### src/hw/rtl/clcd_pkg.sv
// ----------------------------------------------------------------------------
// Character LCD write sequencer package
// Shared types, constants and the init command table.
// ----------------------------------------------------------------------------
package clcd_pkg;

	localparam int COUNT_WIDTH = 20;
	localparam int QUEUE_DEPTH = 4;
	localparam int INIT_COUNT  = 5;
	localparam int CFG_DATA_W  = 20;

	typedef enum logic [1:0] {
		CFG_ENABLE_HIGH = 2'd0,
		CFG_NIBBLE_GAP  = 2'd1,
		CFG_BYTE_GAP    = 2'd2,
		CFG_POWER_ON    = 2'd3
	} clcd_cfg_idx_t;

	typedef struct packed {
		logic       operation;
		logic [7:0] data_byte;
		logic       register_select;
	} clcd_in_t;

	typedef struct packed {
		logic [3:0] lcd_data_nibble;
		logic       lcd_rs;
		logic       lcd_enable;
		logic       busy_res;
		logic       accepted;
		logic       init_done;
	} clcd_out_t;

	typedef struct packed {
		logic       is_write;
		logic [7:0] data_byte;
		logic       register_select;
	} clcd_cmd_t;

	typedef struct packed {
		logic full;
		logic empty;
	} clcd_qstat_t;

	typedef struct packed {
		logic                  valid;
		clcd_cfg_idx_t         index;
		logic [CFG_DATA_W-1:0] data;
	} clcd_cfg_wr_t;

	function automatic logic [7:0] init_cmd(input logic [2:0] step);
		logic [7:0] cmd;
		case (step)
			3'd0:    cmd = 8'h02;
			3'd1:    cmd = 8'h28;
			3'd2:    cmd = 8'h0C;
			3'd3:    cmd = 8'h06;
			3'd4:    cmd = 8'h01;
			default: cmd = 8'h00;
		endcase
		return cmd;
	endfunction

endpackage

### src/hw/rtl/clcd_front.sv
// ----------------------------------------------------------------------------
// Front stage
// Accepts input items, classifies them and pushes them into the queue.
// ----------------------------------------------------------------------------
module clcd_front (
	input  logic                 clk,
	input  logic                 arst_n,
	input  logic                 req_valid,
	output logic                 req_stall,
	input  clcd_pkg::clcd_in_t   req,
	input  clcd_pkg::clcd_qstat_t qstat,
	output logic                 push,
	output clcd_pkg::clcd_cmd_t  push_cmd
);
	import clcd_pkg::*;

	logic      valid_s1;
	clcd_cmd_t cmd_s1;

	assign req_stall = valid_s1 & qstat.full;
	assign push      = valid_s1 & ~qstat.full;
	assign push_cmd  = cmd_s1;

	always_ff @(posedge clk or negedge arst_n) begin
		if (!arst_n) begin
			valid_s1 <= 1'b0;
		end else if (!req_stall) begin
			valid_s1 <= req_valid;
		end
	end

	always_ff @(posedge clk) begin
		if (!req_stall && req_valid) begin
			cmd_s1.is_write        <= req.operation;
			cmd_s1.data_byte       <= req.data_byte;
			cmd_s1.register_select <= req.register_select;
		end
	end

endmodule

### src/hw/rtl/clcd_queue.sv
// ----------------------------------------------------------------------------
// Item queue
// Short first-in first-out queue between the front and back stages.
// ----------------------------------------------------------------------------
module clcd_queue (
	input  logic                  clk,
	input  logic                  arst_n,
	input  logic                  push,
	input  clcd_pkg::clcd_cmd_t   push_cmd,
	input  logic                  pop,
	output clcd_pkg::clcd_cmd_t   head,
	output clcd_pkg::clcd_qstat_t qstat
);
	import clcd_pkg::*;

	localparam int PTR_W = $clog2(QUEUE_DEPTH);
	localparam int CNT_W = $clog2(QUEUE_DEPTH + 1);

	clcd_cmd_t        entry_q [QUEUE_DEPTH];
	logic [PTR_W-1:0] wr_ptr_q;
	logic [PTR_W-1:0] rd_ptr_q;
	logic [CNT_W-1:0] count_q;
	logic             do_push;
	logic             do_pop;

	assign qstat.full  = (count_q == CNT_W'(QUEUE_DEPTH));
	assign qstat.empty = (count_q == '0);
	assign do_push     = push & ~qstat.full;
	assign do_pop      = pop & ~qstat.empty;
	assign head        = entry_q[rd_ptr_q];

	always_ff @(posedge clk or negedge arst_n) begin
		if (!arst_n) begin
			wr_ptr_q <= '0;
			rd_ptr_q <= '0;
			count_q  <= '0;
		end else begin
			if (do_push) begin
				wr_ptr_q <= wr_ptr_q + PTR_W'(1);
			end
			if (do_pop) begin
				rd_ptr_q <= rd_ptr_q + PTR_W'(1);
			end
			if (do_push && !do_pop) begin
				count_q <= count_q + CNT_W'(1);
			end else if (do_pop && !do_push) begin
				count_q <= count_q - CNT_W'(1);
			end
		end
	end

	always_ff @(posedge clk) begin
		if (do_push) begin
			entry_q[wr_ptr_q] <= push_cmd;
		end
	end

endmodule

### src/hw/rtl/clcd_back.sv
// ----------------------------------------------------------------------------
// Back stage
// Runs the power-on wait, init sequence and nibble timing, one item a cycle unless stalled.
// ----------------------------------------------------------------------------
module clcd_back (
	input  logic                  clk,
	input  logic                  arst_n,
	input  clcd_pkg::clcd_cfg_wr_t cfg_wr,
	input  clcd_pkg::clcd_cmd_t   head,
	input  clcd_pkg::clcd_qstat_t qstat,
	output logic                  pop,
	output logic                  rsp_valid,
	input  logic                  rsp_stall,
	output clcd_pkg::clcd_out_t   rsp
);
	import clcd_pkg::*;

	localparam int LEN_W = (COUNT_WIDTH + 1 > 21) ? COUNT_WIDTH + 1 : 21;

	typedef enum logic [3:0] {
		PH_POWER  = 4'd0,
		PH_HI_EN  = 4'd1,
		PH_HI_GAP = 4'd2,
		PH_LO_EN  = 4'd3,
		PH_LO_GAP = 4'd4,
		PH_IDLE   = 4'd5
	} phase_t;

	logic [7:0]             enable_high_q;
	logic [15:0]            nibble_gap_q;
	logic [15:0]            byte_gap_q;
	logic [19:0]            power_on_q;

	phase_t                 phase_q, phase_d;
	logic [COUNT_WIDTH-1:0] count_q, count_d;
	logic [7:0]             byte_q, byte_d;
	logic [2:0]             step_q, step_d;
	logic [3:0]             nibble_q, nibble_d;
	logic                   rs_q, rs_d;
	logic                   en_q, en_d;
	logic                   took;

	logic [19:0]            reg_sel;
	logic [LEN_W-1:0]       len;
	logic [LEN_W-1:0]       cnt_inc;
	logic                   done;
	logic [2:0]             step_inc;
	logic [7:0]             first_cmd;
	logic [7:0]             next_cmd;

	assign pop = ~qstat.empty & (~rsp_valid | ~rsp_stall);

	always_comb begin
		case (phase_q)
			PH_POWER:  reg_sel = power_on_q;
			PH_HI_EN:  reg_sel = 20'(enable_high_q);
			PH_HI_GAP: reg_sel = 20'(nibble_gap_q);
			PH_LO_EN:  reg_sel = 20'(enable_high_q);
			PH_LO_GAP: reg_sel = 20'(byte_gap_q);
			default:   reg_sel = '0;
		endcase
		len = LEN_W'(reg_sel);
		if (len == '0) begin
			len = LEN_W'(1);
		end
		if (len > (LEN_W'(1) << COUNT_WIDTH)) begin
			len = LEN_W'(1) << COUNT_WIDTH;
		end
		cnt_inc   = LEN_W'(count_q) + LEN_W'(1);
		done      = (cnt_inc >= len);
		step_inc  = step_q + 3'd1;
		first_cmd = init_cmd(3'd0);
		next_cmd  = init_cmd(step_inc);
	end

	always_comb begin
		phase_d  = phase_q;
		count_d  = count_q;
		byte_d   = byte_q;
		step_d   = step_q;
		nibble_d = nibble_q;
		rs_d     = rs_q;
		en_d     = en_q;
		took     = 1'b0;
		if (head.is_write) begin
			if (phase_q == PH_IDLE) begin
				took     = 1'b1;
				byte_d   = head.data_byte;
				phase_d  = PH_HI_EN;
				count_d  = '0;
				nibble_d = head.data_byte[7:4];
				rs_d     = head.register_select;
				en_d     = 1'b1;
			end
		end else if (phase_q != PH_IDLE) begin
			if (!done) begin
				count_d = cnt_inc[COUNT_WIDTH-1:0];
			end else begin
				count_d = '0;
				case (phase_q)
					PH_POWER: begin
						step_d   = '0;
						byte_d   = first_cmd;
						phase_d  = PH_HI_EN;
						nibble_d = first_cmd[7:4];
						rs_d     = 1'b0;
						en_d     = 1'b1;
					end
					PH_HI_EN: begin
						phase_d = PH_HI_GAP;
						en_d    = 1'b0;
					end
					PH_HI_GAP: begin
						phase_d  = PH_LO_EN;
						nibble_d = byte_q[3:0];
						en_d     = 1'b1;
					end
					PH_LO_EN: begin
						phase_d = PH_LO_GAP;
						en_d    = 1'b0;
					end
					default: begin
						phase_d = PH_IDLE;
						if (step_q < 3'(INIT_COUNT)) begin
							step_d = step_inc;
							if (step_inc < 3'(INIT_COUNT)) begin
								byte_d   = next_cmd;
								phase_d  = PH_HI_EN;
								nibble_d = next_cmd[7:4];
								rs_d     = 1'b0;
								en_d     = 1'b1;
							end
						end
					end
				endcase
			end
		end
	end

	always_ff @(posedge clk or negedge arst_n) begin
		if (!arst_n) begin
			enable_high_q <= 8'd1;
			nibble_gap_q  <= 16'd200;
			byte_gap_q    <= 16'd2000;
			power_on_q    <= 20'd20000;
		end else if (cfg_wr.valid) begin
			case (cfg_wr.index)
				CFG_ENABLE_HIGH: enable_high_q <= cfg_wr.data[7:0];
				CFG_NIBBLE_GAP:  nibble_gap_q  <= cfg_wr.data[15:0];
				CFG_BYTE_GAP:    byte_gap_q    <= cfg_wr.data[15:0];
				CFG_POWER_ON:    power_on_q    <= cfg_wr.data[19:0];
				default:         ;
			endcase
		end
	end

	always_ff @(posedge clk or negedge arst_n) begin
		if (!arst_n) begin
			phase_q   <= PH_POWER;
			count_q   <= '0;
			byte_q    <= '0;
			step_q    <= '0;
			nibble_q  <= '0;
			rs_q      <= 1'b0;
			en_q      <= 1'b0;
			rsp_valid <= 1'b0;
		end else begin
			if (pop) begin
				phase_q  <= phase_d;
				count_q  <= count_d;
				byte_q   <= byte_d;
				step_q   <= step_d;
				nibble_q <= nibble_d;
				rs_q     <= rs_d;
				en_q     <= en_d;
			end
			if (pop) begin
				rsp_valid <= 1'b1;
			end else if (!rsp_stall) begin
				rsp_valid <= 1'b0;
			end
		end
	end

	always_ff @(posedge clk) begin
		if (pop) begin
			rsp.lcd_data_nibble <= nibble_d;
			rsp.lcd_rs          <= rs_d;
			rsp.lcd_enable      <= en_d;
			rsp.busy_res        <= (phase_d != PH_IDLE);
			rsp.accepted        <= took;
			rsp.init_done       <= (step_d >= 3'(INIT_COUNT));
		end
	end

endmodule

### src/hw/rtl/char_lcd_nibble_write_sequencer.sv
// ----------------------------------------------------------------------------
// Character LCD nibble write sequencer
// Drives a 4-bit character LCD bus from a stream of tick and write items.
// ----------------------------------------------------------------------------
// Each item on req is either one time tick or a write request with a byte and
// a register select. Every item yields exactly one result on rsp, giving the
// LCD pin levels, the busy flag, whether a write was taken and whether the
// init sequence has finished.
// The block takes one item per cycle when nothing stalls. An item passes a
// front register, a four-entry queue and the sequencer's output register
// on its way to the result.
// When the receiver raises rsp_stall the result holds; the queue keeps
// taking items until it fills, and then req_stall rises.
// After reset the block waits power_on_ticks ticks, then sends the init
// commands on its own; write requests made before that, or while a byte is
// still going out, are refused with accepted low.
// Configuration writes on cfg are always ready and take effect at once; they
// are meant to be made while no item is in flight.
// ----------------------------------------------------------------------------
module char_lcd_nibble_write_sequencer (
	input  logic                               clk,
	input  logic                               arst_n,
	input  logic                               req_valid,
	output logic                               req_stall,
	input  clcd_pkg::clcd_in_t                 req,
	output logic                               rsp_valid,
	input  logic                               rsp_stall,
	output clcd_pkg::clcd_out_t                rsp,
	input  logic                               cfg_valid,
	output logic                               cfg_ready,
	input  clcd_pkg::clcd_cfg_idx_t            cfg_index,
	input  logic [clcd_pkg::CFG_DATA_W-1:0]    cfg_data
);
	import clcd_pkg::*;

	clcd_qstat_t  qstat;
	clcd_cmd_t    push_cmd;
	clcd_cmd_t    head;
	clcd_cfg_wr_t cfg_wr;
	logic         push;
	logic         pop;

	assign cfg_ready    = 1'b1;
	assign cfg_wr.valid = cfg_valid;
	assign cfg_wr.index = cfg_index;
	assign cfg_wr.data  = cfg_data;

	clcd_front u_front (
		.clk       (clk),
		.arst_n    (arst_n),
		.req_valid (req_valid),
		.req_stall (req_stall),
		.req       (req),
		.qstat     (qstat),
		.push      (push),
		.push_cmd  (push_cmd)
	);

	clcd_queue u_queue (
		.clk      (clk),
		.arst_n   (arst_n),
		.push     (push),
		.push_cmd (push_cmd),
		.pop      (pop),
		.head     (head),
		.qstat    (qstat)
	);

	clcd_back u_back (
		.clk       (clk),
		.arst_n    (arst_n),
		.cfg_wr    (cfg_wr),
		.head      (head),
		.qstat     (qstat),
		.pop       (pop),
		.rsp_valid (rsp_valid),
		.rsp_stall (rsp_stall),
		.rsp       (rsp)
	);

endmodule

### config.mk
export PLATFORM = sky130hd
export DESIGN_NAME = char_lcd_nibble_write_sequencer
export DESIGN_NICKNAME = d
export VERILOG_FILES = /design/src/hw/rtl/clcd_pkg.sv /design/src/hw/rtl/clcd_front.sv /design/src/hw/rtl/clcd_queue.sv /design/src/hw/rtl/clcd_back.sv /design/src/hw/rtl/char_lcd_nibble_write_sequencer.sv
export SDC_FILE = /design/constraint.sdc
export NUM_CORES = 1
export LEC_CHECK = 0
export CAP_MARGIN = 30
export CORE_ASPECT_RATIO = 0.7
export CORE_MARGIN = 3
export CORE_UTILIZATION = 30
export DETAILED_ROUTE_END_ITERATION = 8
export DONT_BUFFER_PORTS = 1
export PLACE_DENSITY = 0.46
export SLEW_MARGIN = 20
export SYNTH_ARGS = -nofsm -noshare
export SYNTH_HDL_FRONTEND = slang
export SYNTH_HIERARCHICAL = 1
export SYNTH_SLANG_ARGS = --single-unit
### constraint.sdc
create_clock -name clk -period 5.5 [get_ports clk]
set_input_delay 0.825 -clock clk [delete_from_list [all_inputs] [get_ports clk]]
set_output_delay 0.825 -clock clk [all_outputs]
set_load 0.05 [all_outputs]
==> Word-level counts from Yosys, hierarchy flattened <==
Memory sizes are Yosys's and may differ from the RTL's.
Cells that the tools add are included.
{ "classes": {"n_lt_le_gt_ge": 5, "reduce_logical": 25, "n_bitwise": 10, "muxes": 55, "add_sub_neg": 6, "eq_ne": 18} }
{ "op_table": {"columns": ["op", "n"], "rows": [
  ["two-way mux 20 bit", 5],
  ["case mux 20 bit (4 select lines)", 1],
  ["two-way mux 4 bit", 17],
  ["case mux 6 bit (5 select lines)", 1],
  ["adder 20 x 1 -> 21 bit (second input constant)", 1],
  [">= comparator 21 bit", 1],
  ["> comparator 20 x 21 -> 1 bit (second input constant)", 1],
  ["two-way mux 21 bit", 1],
  ["two-way mux 3 bit", 7],
  ["logical NOT 20 bit", 1],
  ["two-way mux 1 bit", 17],
  ["case mux 4 bit (4 select lines)", 1],
  ["case mux 4 bit (3 select lines)", 1],
  ["equality test 4 x 2 -> 1 bit (second input constant)", 2],
  ["equality test 4 x 3 -> 1 bit (second input constant)", 2],
  ["!= test 4 x 3 -> 1 bit (second input constant)", 2],
  ["case mux 4 bit (2 select lines)", 1],
  ["AND reduction 2 bit", 4],
  ["AND reduction 7 bit", 1],
  ["adder 3 x 1 -> 3 bit (second input constant)", 2],
  ["equality test 3 x 2 -> 1 bit (second input constant)", 2],
  ["equality test 3 bit (second input constant)", 2],
  ["logical NOT 3 bit", 2],
  ["less-than comparator 3 bit (second input constant)", 2],
  ["other kinds (22)", 42]
]} }
{ "totals": {"ramBits": 40, "memories": 1, "word_cells": 145, "out_inout_bits": 12, "input_bits": 37, "ff_bits": 125} }
{ "memory_table": {"columns": ["memory", "depth", "word_bits", "read_ports", "rd_clocked_by_memory_dff", "wr", "line", "rtl"], "rows": [
  ["u_queue.entry_q", 4, 10, 1, 0, 1, "clcd_queue.sv:19", "clcd_cmd_t entry_q [QUEUE_DEPTH];"]
]} }

==> Depth between registers and ports, before layout <==
Gate-level depths: netlist (run 1).
{ "logic_depth": {"depth_word": 12, "mapped_depth": 19} }

==> By module <==
Netlist (run 1), hierarchy kept.
{ "by_module_without_submodules": {"columns": ["mod", "area_per_inst_um2", "instances", "cells_each", "seq_area_each_um2"], "rows": [
  ["clcd_back", 5801.8, 1, 528, 2741.4],
  ["clcd_queue", 1878.1, 1, 87, 1376.3],
  ["clcd_front", 357.8, 1, 15, 325.3],
  ["char_lcd_nibble_write_sequencer", 11.3, 1, 2, 0.0]
]} }

==> Least setup slack after synthesis (run 1) <==
OpenSTA, ideal clock, no wires.
{ "synth_timing": {"path_kind": "reg-to-reg", "start": "register u_back.phase_q[2]", "end": "register u_back/rsp[7] (netlist name)", "arrival_ps": 3921, "path_stages_with_launch": 18, "n_path_buf": 6, "path_slack_ps": 1318, "path_cell_list": "dfrtp_1 -> buf_4 -> or2_2 -> clkbuf_2 -> nor2_1 -> buf_2 -> buf_1 -> nand2_1 -> ha_1 -> nand4_1 -> nor4_2 -> o211ai_1 -> or2_0 -> buf_2 -> and2_4 -> buf_6 -> o31a_1 -> a221o_1"} }
{ "synth_via": {"elab_chain_len": 11} }
{ "synth_lines": {"columns": ["item", "line", "rtl"], "rows": [
  ["start, declared", "clcd_back.sv:34", "phase_t phase_q, phase_d;"],
  ["start signal, assigned", "clcd_back.sv:169", "phase_q <= phase_d;"],
  ["equality test 4 x 1 -> 1 bit / equality test 4 x 2 -> 1 bit (equally long branches)", "clcd_back.sv:54, clcd_back.sv:100", null],
  ["OR reduction 2 bit (no line)", null, null],
  ["case mux 20 bit (4 select lines)", "clcd_back.sv:54", "case (phase_q)"],
  ["logical NOT 20 bit", "clcd_back.sv:63", "if (len == '0) begin"],
  ["two-way mux 20 bit", "clcd_back.sv:63", null],
  ["> comparator 20 x 21 -> 1 bit", "clcd_back.sv:66", "if (len > (LEN_W'(1) << COUNT_WIDTH)) begin"],
  ["two-way mux 21 bit", "clcd_back.sv:66", null],
  [">= comparator 21 bit", "clcd_back.sv:70", "done = (cnt_inc >= len);"],
  ["two-way mux 4 bit", "clcd_back.sv:96", "if (!done) begin"],
  ["two-way mux 4 bit", "clcd_back.sv:95", "end else if (phase_q != PH_IDLE) begin"],
  ["two-way mux 4 bit *", "clcd_back.sv:85", "if (head.is_write) begin"],
  ["named net u_back.nibble_d[2]", "clcd_back.sv:38", "logic [3:0] nibble_q, nibble_d;"]
]} }
Mark *: on every way through the listed nets, which the timed path passes. The rest lies on a longest branch.
A chain may end at the register's enable or synchronous reset.

==> Worst setup path in the final report (run 1) <==
{ "layout_timing": {"start": "register u_back.phase_q[3]", "end": "register u_back/rsp[7] (netlist name)"} }
{ "layout_via": {"elab_chain_len": 11} }
{ "layout_lines": {"columns": ["item", "line"], "rows": [
  ["equality test 4 x 1 -> 1 bit / equality test 4 x 2 -> 1 bit (equally long branches)", "clcd_back.sv:54, clcd_back.sv:100"],
  ["OR reduction 2 bit (no line)", null],
  ["case mux 20 bit (4 select lines)", "clcd_back.sv:54"],
  ["logical NOT 20 bit", "clcd_back.sv:63"],
  ["two-way mux 20 bit", "clcd_back.sv:63"],
  ["> comparator 20 x 21 -> 1 bit", "clcd_back.sv:66"],
  ["two-way mux 21 bit", "clcd_back.sv:66"],
  [">= comparator 21 bit", "clcd_back.sv:70"],
  ["two-way mux 4 bit", "clcd_back.sv:96"],
  ["two-way mux 4 bit", "clcd_back.sv:95"],
  ["two-way mux 4 bit *", "clcd_back.sv:85"],
  ["named net u_back.nibble_d[2]", "clcd_back.sv:38"]
]} }
Marked as above.

==> out/qor.yml, run 1 <==
outcome: "finished clean"
fillers: 2523
final_nets: 700
grt_use_total_pct: 13.7
max_stage_delay_ns: 0.53
numPortBuffers: 0
peakVddDrop_v: 0.000218
io_pins: 49
synth_nets: 701
wl_met1_um: 10000
hold_buffers: 0
rows: 49
cp.required_ns: 5.68
min_path_type: "primary input to asynchronous set/reset pin"
vias: 5155
die_area_um2: 28900
cts_tree: "done"
finalWorstSetupSlack_ns: 0.606
syn_area_um2: 8050
rsz0062_at_grt: "no"
worst_pin_slew_ns: 0.897
grt_pass1_wl_um: 30600
crit_family: "simple AND/OR/NAND/NOR gates"
cts_root_buf: "clkbuf_16"
seq_area_frac_synth_pct: 55.2
antennaDiodeCount: 0
cts_num_sinks: 165
timing.max_slew.rel_slack_pct: 40.2
synth_top_area_cell: "dfrtp_1"
synth_edf_count: 59
ant_nets: 0
vias_per_cell: 5.15
drt-wirelength-per-cell_um: 19.3
synthToLayoutAreaGrowth_pct: 12.3
drt-total-wl_um: 19300
grt_pass1_vias: 5248
die_x_um: 202
ys_ff_latch: 165
clk_latency_ns: 0.43
dieHeight_um: 143
clock_skew_ns: 0.0144
antenna_found_initial: 0
slowest_stage: "dfrtp_1"
firstDrtPassIters: 7
regArea_um2: 4440
wl_met3_um: 1080
leakagePower_nw: 3.54
syn_area_per_cell_um2: 12.7
cts_resized: 0
multi_input_area_um2: 3410
clkSlewWorstSetupHoldPaths_ns: 0.08
ys_top_cells_by_area: "dfrtp_1 28%, edfxtp_1 22%, mux2_2 9.1%"
top_layer_used: "met4"
post_cts_buffers: 0
htreeDepth: 4
route.met2.wl_um: 8010
max_freq_mhz: 204
place_ws_ns: 0.662
crit_path_end_kind: "register"
yosysMostFrequentCell: "dfrtp_1"
start_util_pct: 30.9
crit_path_start_kind: "register"
timing.final.crit_period_ns: 4.89
synth_top_area_share_pct: 28.3
cp_cell_sequence: "or2_2 -> nor3b_2 -> buf_4 -> a222oi_1 -> nand3_1 -> or4_1 -> o211ai_1 -> ha_1 -> nand2b_1 -> a211oi_1 -> o21a_1 -> or2_0 -> a21oi_1 -> and2_1 -> a221o_1"
cp_num_buf_inv: 1
cts_buffer_depth: 2
drive_gt1_share_pct: 23.6
drv_cap: 0
drt_iter0_markers: 465
yosys_warnings: 6
drc: 0
period_share_pct: 89.0
synth.top_cells.by_count: "91 x dfrtp_1, 65 x mux2_2, 59 x edfxtp_1"
grt_max_degree: 107
crit_fanout: 16
synthArstFlopShare_pct: 64.2
finalHoldViolCount: 0
synthCells: 632
hpwlAfterDp_um: 14000
setup-tns-final_ns: 0
gp_congestion: 0.853
drv_slew: 0
ys.flop_type: "dfrtp_1"
cts_buffers: 17
setup.worst_path.class: "register to register"
fp.coreArea_um2: 26100
synth.distinct_cells: 71
critical_path_arrival_ns: 5.07
setup_violations: 0
power.density_nw_per_um2: 499
overflow: 0
logic make-up (layout without fill, tap and decap cells):
logic type | Yosys count | in the layout | synth area share [%]
simple gates | 156 | 156 | 10.0
compound gates | 134 | 134 | 12.3
fa+ha+maj | 32 | 32 | 5.07
flops | 165 | 165 | 55.2
other cells | 1 | 1 | 0.0466
xor+xnor | 25 | 25 | 2.72
mux | 77 | 77 | 12.2
buf+inv | 42 | 54 | 2.49
cell usage in the layout, fill, tap and decap left out, drive strengths merged, types with 3 or more instances in the layout:
cell    instances
a21boi          6
a222oi         11
o211ai          3
a221o           6
nand2b          5
buf            12
or2             3
inv            17
nor2           34
a211oi          5
nor2b           6
a21oi          23
clkbuf         18
mux4           10
and2            9
a21o            3
xnor2          15
a22oi           3
edfxtp         59
nand4           9
nor3            5
nand2          47
a22o           23
a221oi          6
dfrtp          91
xor2           10
clkinv          6
nand3b          7
dfstp          15
o41ai           3
ha             31
nor3b           6
nand3          16
a31oi           3
and3            3
mux2           66
o21ai          23
state kept, by name (all words and copies together) (netlist names), 3 cells and up:
| signal | cells |
|---|---|
| u_back/power_on_q | 20 |
| u_queue/count_q | 3 |
| u_queue/entry_q | 40 |
| u_front/push_cmd | 10 |
| u_back/phase_q | 4 |
| u_back/rsp | 9 |
| u_back/enable_high_q | 8 |
| u_back/step_q | 3 |
| u_back/nibble_gap_q | 16 |
| u_back/byte_gap_q | 16 |
| u_back/count_q | 20 |
| u_back/nibble_q | 4 |
| u_back/byte_q | 4 |
final timing paths:
check,slack (ns),startpoint,to,depth (start not counted)
setup / recovery,0.61,u_back/phase_q[3]$_DFFE_PN0P_,u_back/rsp[7]$_DFFE_PP_,15
hold / removal,0.09,arst_n,u_back/count_q[15]$_DFFE_PN0P_,0
setup reg to reg,0.61,u_back/phase_q[3]$_DFFE_PN0P_,u_back/rsp[7]$_DFFE_PP_,15
hold reg to reg,0.49,u_front/push_cmd[2]$_DFFE_PP_,u_queue/entry_q[0][2]$_DFFE_PP_,0
max in group asynchronous,5.11,arst_n,u_back/byte_gap_q[6]$_DFFE_PN1P_,0
min in group clk,0.49,req[5],u_front/push_cmd[5]$_DFFE_PP_,0
where the power goes:
| group | internal, W | switching, W | total [W] |
|---|---|---|---|
| clock network | 0.000621 | 0.000559 | 0.00118 |
| logic | 0.000609 | 0.000776 | 0.00139 |
| registers | 0.00160 | 0.000348 | 0.00195 |
| total | 0.00283 | 0.00168 | 0.00451 |
routing by layer:
metal | track usage [%] | vias up
met5 | 0 | -
met4 | 3.93 | 0
met3 | 3.69 | 15
met2 | 19.1 | 136
met1 | 20.7 | 2618
li1 | - | 2386
area by class of cell:
type / instances / share of cell area [%]
well taps: 357 / 4.94
repair buffers: 12 / 1.20
flip-flops and latches: 165 / 49.1
clock buffers: 18 / 4.86
multi-input cells: 425 / 37.7
inverters: 10 / 0.415
clock inverters: 14 / 1.70
per-stage QoR:
stage               instances  hold WS [ns]  util [%]  total power (W)  area [µm²]
global route             1001        0.0587      34.7          0.00480        9040
finish                   1001        0.0865      34.7          0.00451        9040
CTS                       998        0.0613      34.6          0.00455        9000
floorplan                 632         0.459         -          0.00296        8050
global placement          964         0.473      32.2          0.00332        8390
detailed placement        966         0.483      32.3          0.00336        8410
No activity file was read; power rests on OpenSTA's default activity.
==> inputs of run 2 (changes only) <==
- clock period: 5.5 -> 5.6 ns (I/O delays scaled with it)
==> run 2 against run 1 <==
  * Worst setup slack gained 0.062 ns
  * Global-route usage rose by 0.33 points
  * Register-to-register slack gained 0.06 ns
  * Sequential power is 2% lower
  * Wire length up 1.1%
  * Via count down 0.29%
  * First-iteration DRC count is 1.9% higher
  * Die area did not move
  * Clock power is 4% lower
  * Critical path depth fell by 1
  * Non-clock buffer count fell by 1
  * Sequential cell count stayed put
  * Critical path type unchanged
  * Critical endpoint is now u_back/rsp[0]$_DFFE_PP_
  * Largest cell class unchanged
  * Largest power group unchanged
==> out/qor.yml, run 2 (synthesis results as in run 1) <==
outcome: "finished clean"
vias_per_cell: 5.14
setup.worst_path.class: "register to register"
dieHeight_um: 143
setup-tns-final_ns: 0
die_x_um: 202
slowest_stage: "nor3b_2"
place_ws_ns: 0.678
critical_path_arrival_ns: 5.14
numPortBuffers: 0
peakVddDrop_v: 0.000229
cts_buffer_depth: 2
crit_fanout: 15
clkSlewWorstSetupHoldPaths_ns: 0.07
drv_cap: 0
finalWorstSetupSlack_ns: 0.669
post_cts_buffers: 0
cts_resized: 0
finalHoldViolCount: 0
cts_num_sinks: 165
reg_top3: "u_queue/entry_q (40), u_back/count_q (20), u_back/power_on_q (20)"
cp.required_ns: 5.81
htreeDepth: 4
grt_pass1_wl_um: 31600
setup_violations: 0
max_freq_mhz: 203
timing.max_slew.rel_slack_pct: 35.7
leakagePower_nw: 3.53
hpwlAfterDp_um: 14100
ant_nets: 0
drt-wirelength-per-cell_um: 19.5
crit_path_end_kind: "register"
grt_use_total_pct: 14.0
overflow: 0
crit_family: "simple AND/OR/NAND/NOR gates"
largest_register_ffs: 40
max_stage_delay_ns: 0.82
rows: 49
timing.final.crit_period_ns: 4.93
vias: 5140
clk_latency_ns: 0.43
drt-total-wl_um: 19500
grt_max_degree: 107
crit_path_start_kind: "register"
hold_buffers: 0
worst_pin_slew_ns: 0.960
synthToLayoutAreaGrowth_pct: 11.9
drive_gt1_share_pct: 23.5
drt_iter0_markers: 474
rsz0062_at_grt: "no"
drv_slew: 0
power.density_nw_per_um2: 490
layout_commonest_cell: "dfrtp_1"
cp_num_buf_inv: 0
cp_cell_sequence: "or2_2 -> nor3b_2 -> a222oi_1 -> nand3_1 -> or4_1 -> o211ai_1 -> ha_1 -> nand2b_1 -> a211oi_1 -> o21a_1 -> or2_0 -> a21oi_1 -> a21oi_1 -> a211oi_1"
start_util_pct: 30.9
clock_skew_ns: 0.0176
antenna_found_initial: 0
dpl-instance-area_um2: 8420
firstDrtPassIters: 7
io_pins: 49
regMostFlops: "u_queue/entry_q"
gp_congestion: 0.850
cts_tree: "done"
die_area_um2: 28900
mostFrequentLayoutCells: "91 x dfrtp_1, 65 x mux2_2, 59 x edfxtp_1, 47 x nand2_1, 33 x nor2_1"
grt_pass1_vias: 5383
final_nets: 699
drc: 0
p_total_w: 0.00442
fp.coreArea_um2: 26100
cts_buffers: 17
min_path_type: "primary input to asynchronous set/reset pin"
cts_root_buf: "clkbuf_16"
period_share_pct: 88.1
fillers: 2561
stdcell_area_um2: 9010
antennaDiodeCount: 0
## run 2: per-layer routing
layer	part of all wire [%]	track usage (%)
met1	53	21.6
met2	43	19.9
met3	3.7	2.60
met4	0.83	4.11
met5	0	0
## run 2: worst register-to-register path: stages (launching register included)
cell      delay (ns)
dfrtp_1         0.50
or2_2           0.44
nor3b_2         0.82
a222oi_1        0.35
nand3_1         0.15
or4_1           0.12
o211ai_1        0.10
ha_1            0.30
nand2b_1        0.10
a211oi_1        0.08
o21a_1          0.21
or2_0           0.34
a21oi_1         0.71
a21oi_1         0.16
a211oi_1        0.35
## run 2: area by class of cell
class	count	area, µm²	share of cell area [%]
clock buffers	18	439	4.87
clock inverters	14	128	1.42
inverters	10	37.5	0.417
multi-input cells	425	3420	37.9
flip-flops and latches	165	4440	49.3
well taps	357	447	4.96
repair buffers	11	97.6	1.08
## run 2: report_power, final
group          internal, W  switching (W)
Combinational     0.000598       0.000779
Sequential         0.00157       0.000341
Clock             0.000601       0.000528
## run 2: per-stage QoR
| step | utilization [%] | hold WS (ns) | cells |
|---|---|---|---|
| 2_1_floorplan | - | 0.459 | 632 |
| 3_3_place_gp | 32.2 | 0.472 | 965 |
| 3_5_place_dp | 32.3 | 0.486 | 967 |
| 4_1_cts | 34.5 | 0.0786 | 999 |
| 5_1_grt | 34.6 | 0.0792 | 1000 |
| 6_report | 34.6 | 0.109 | 1000 |
## run 2: worst paths after layout
kind | start | slack, ns | end | cells after the start
worst max-delay path | u_back/phase_q[3]$_DFFE_PN0P_ | 0.67 | u_back/rsp[0]$_DFFE_PP_ | 14
worst min-delay path | arst_n | 0.11 | u_back/count_q[16]$_DFFE_PN0P_ | 0
worst max register to register | u_back/phase_q[3]$_DFFE_PN0P_ | 0.67 | u_back/rsp[0]$_DFFE_PP_ | 14
worst min register to register | u_front/push_cmd[0]$_DFFE_PP_ | 0.50 | u_queue/entry_q[2][0]$_DFFE_PP_ | 0
max in group asynchronous | arst_n | 5.25 | u_back/byte_gap_q[4]$_DFFE_PN1P_ | 0
min in group clk | u_front/push_cmd[0]$_DFFE_PP_ | 0.50 | u_queue/entry_q[2][0]$_DFFE_PP_ | 0
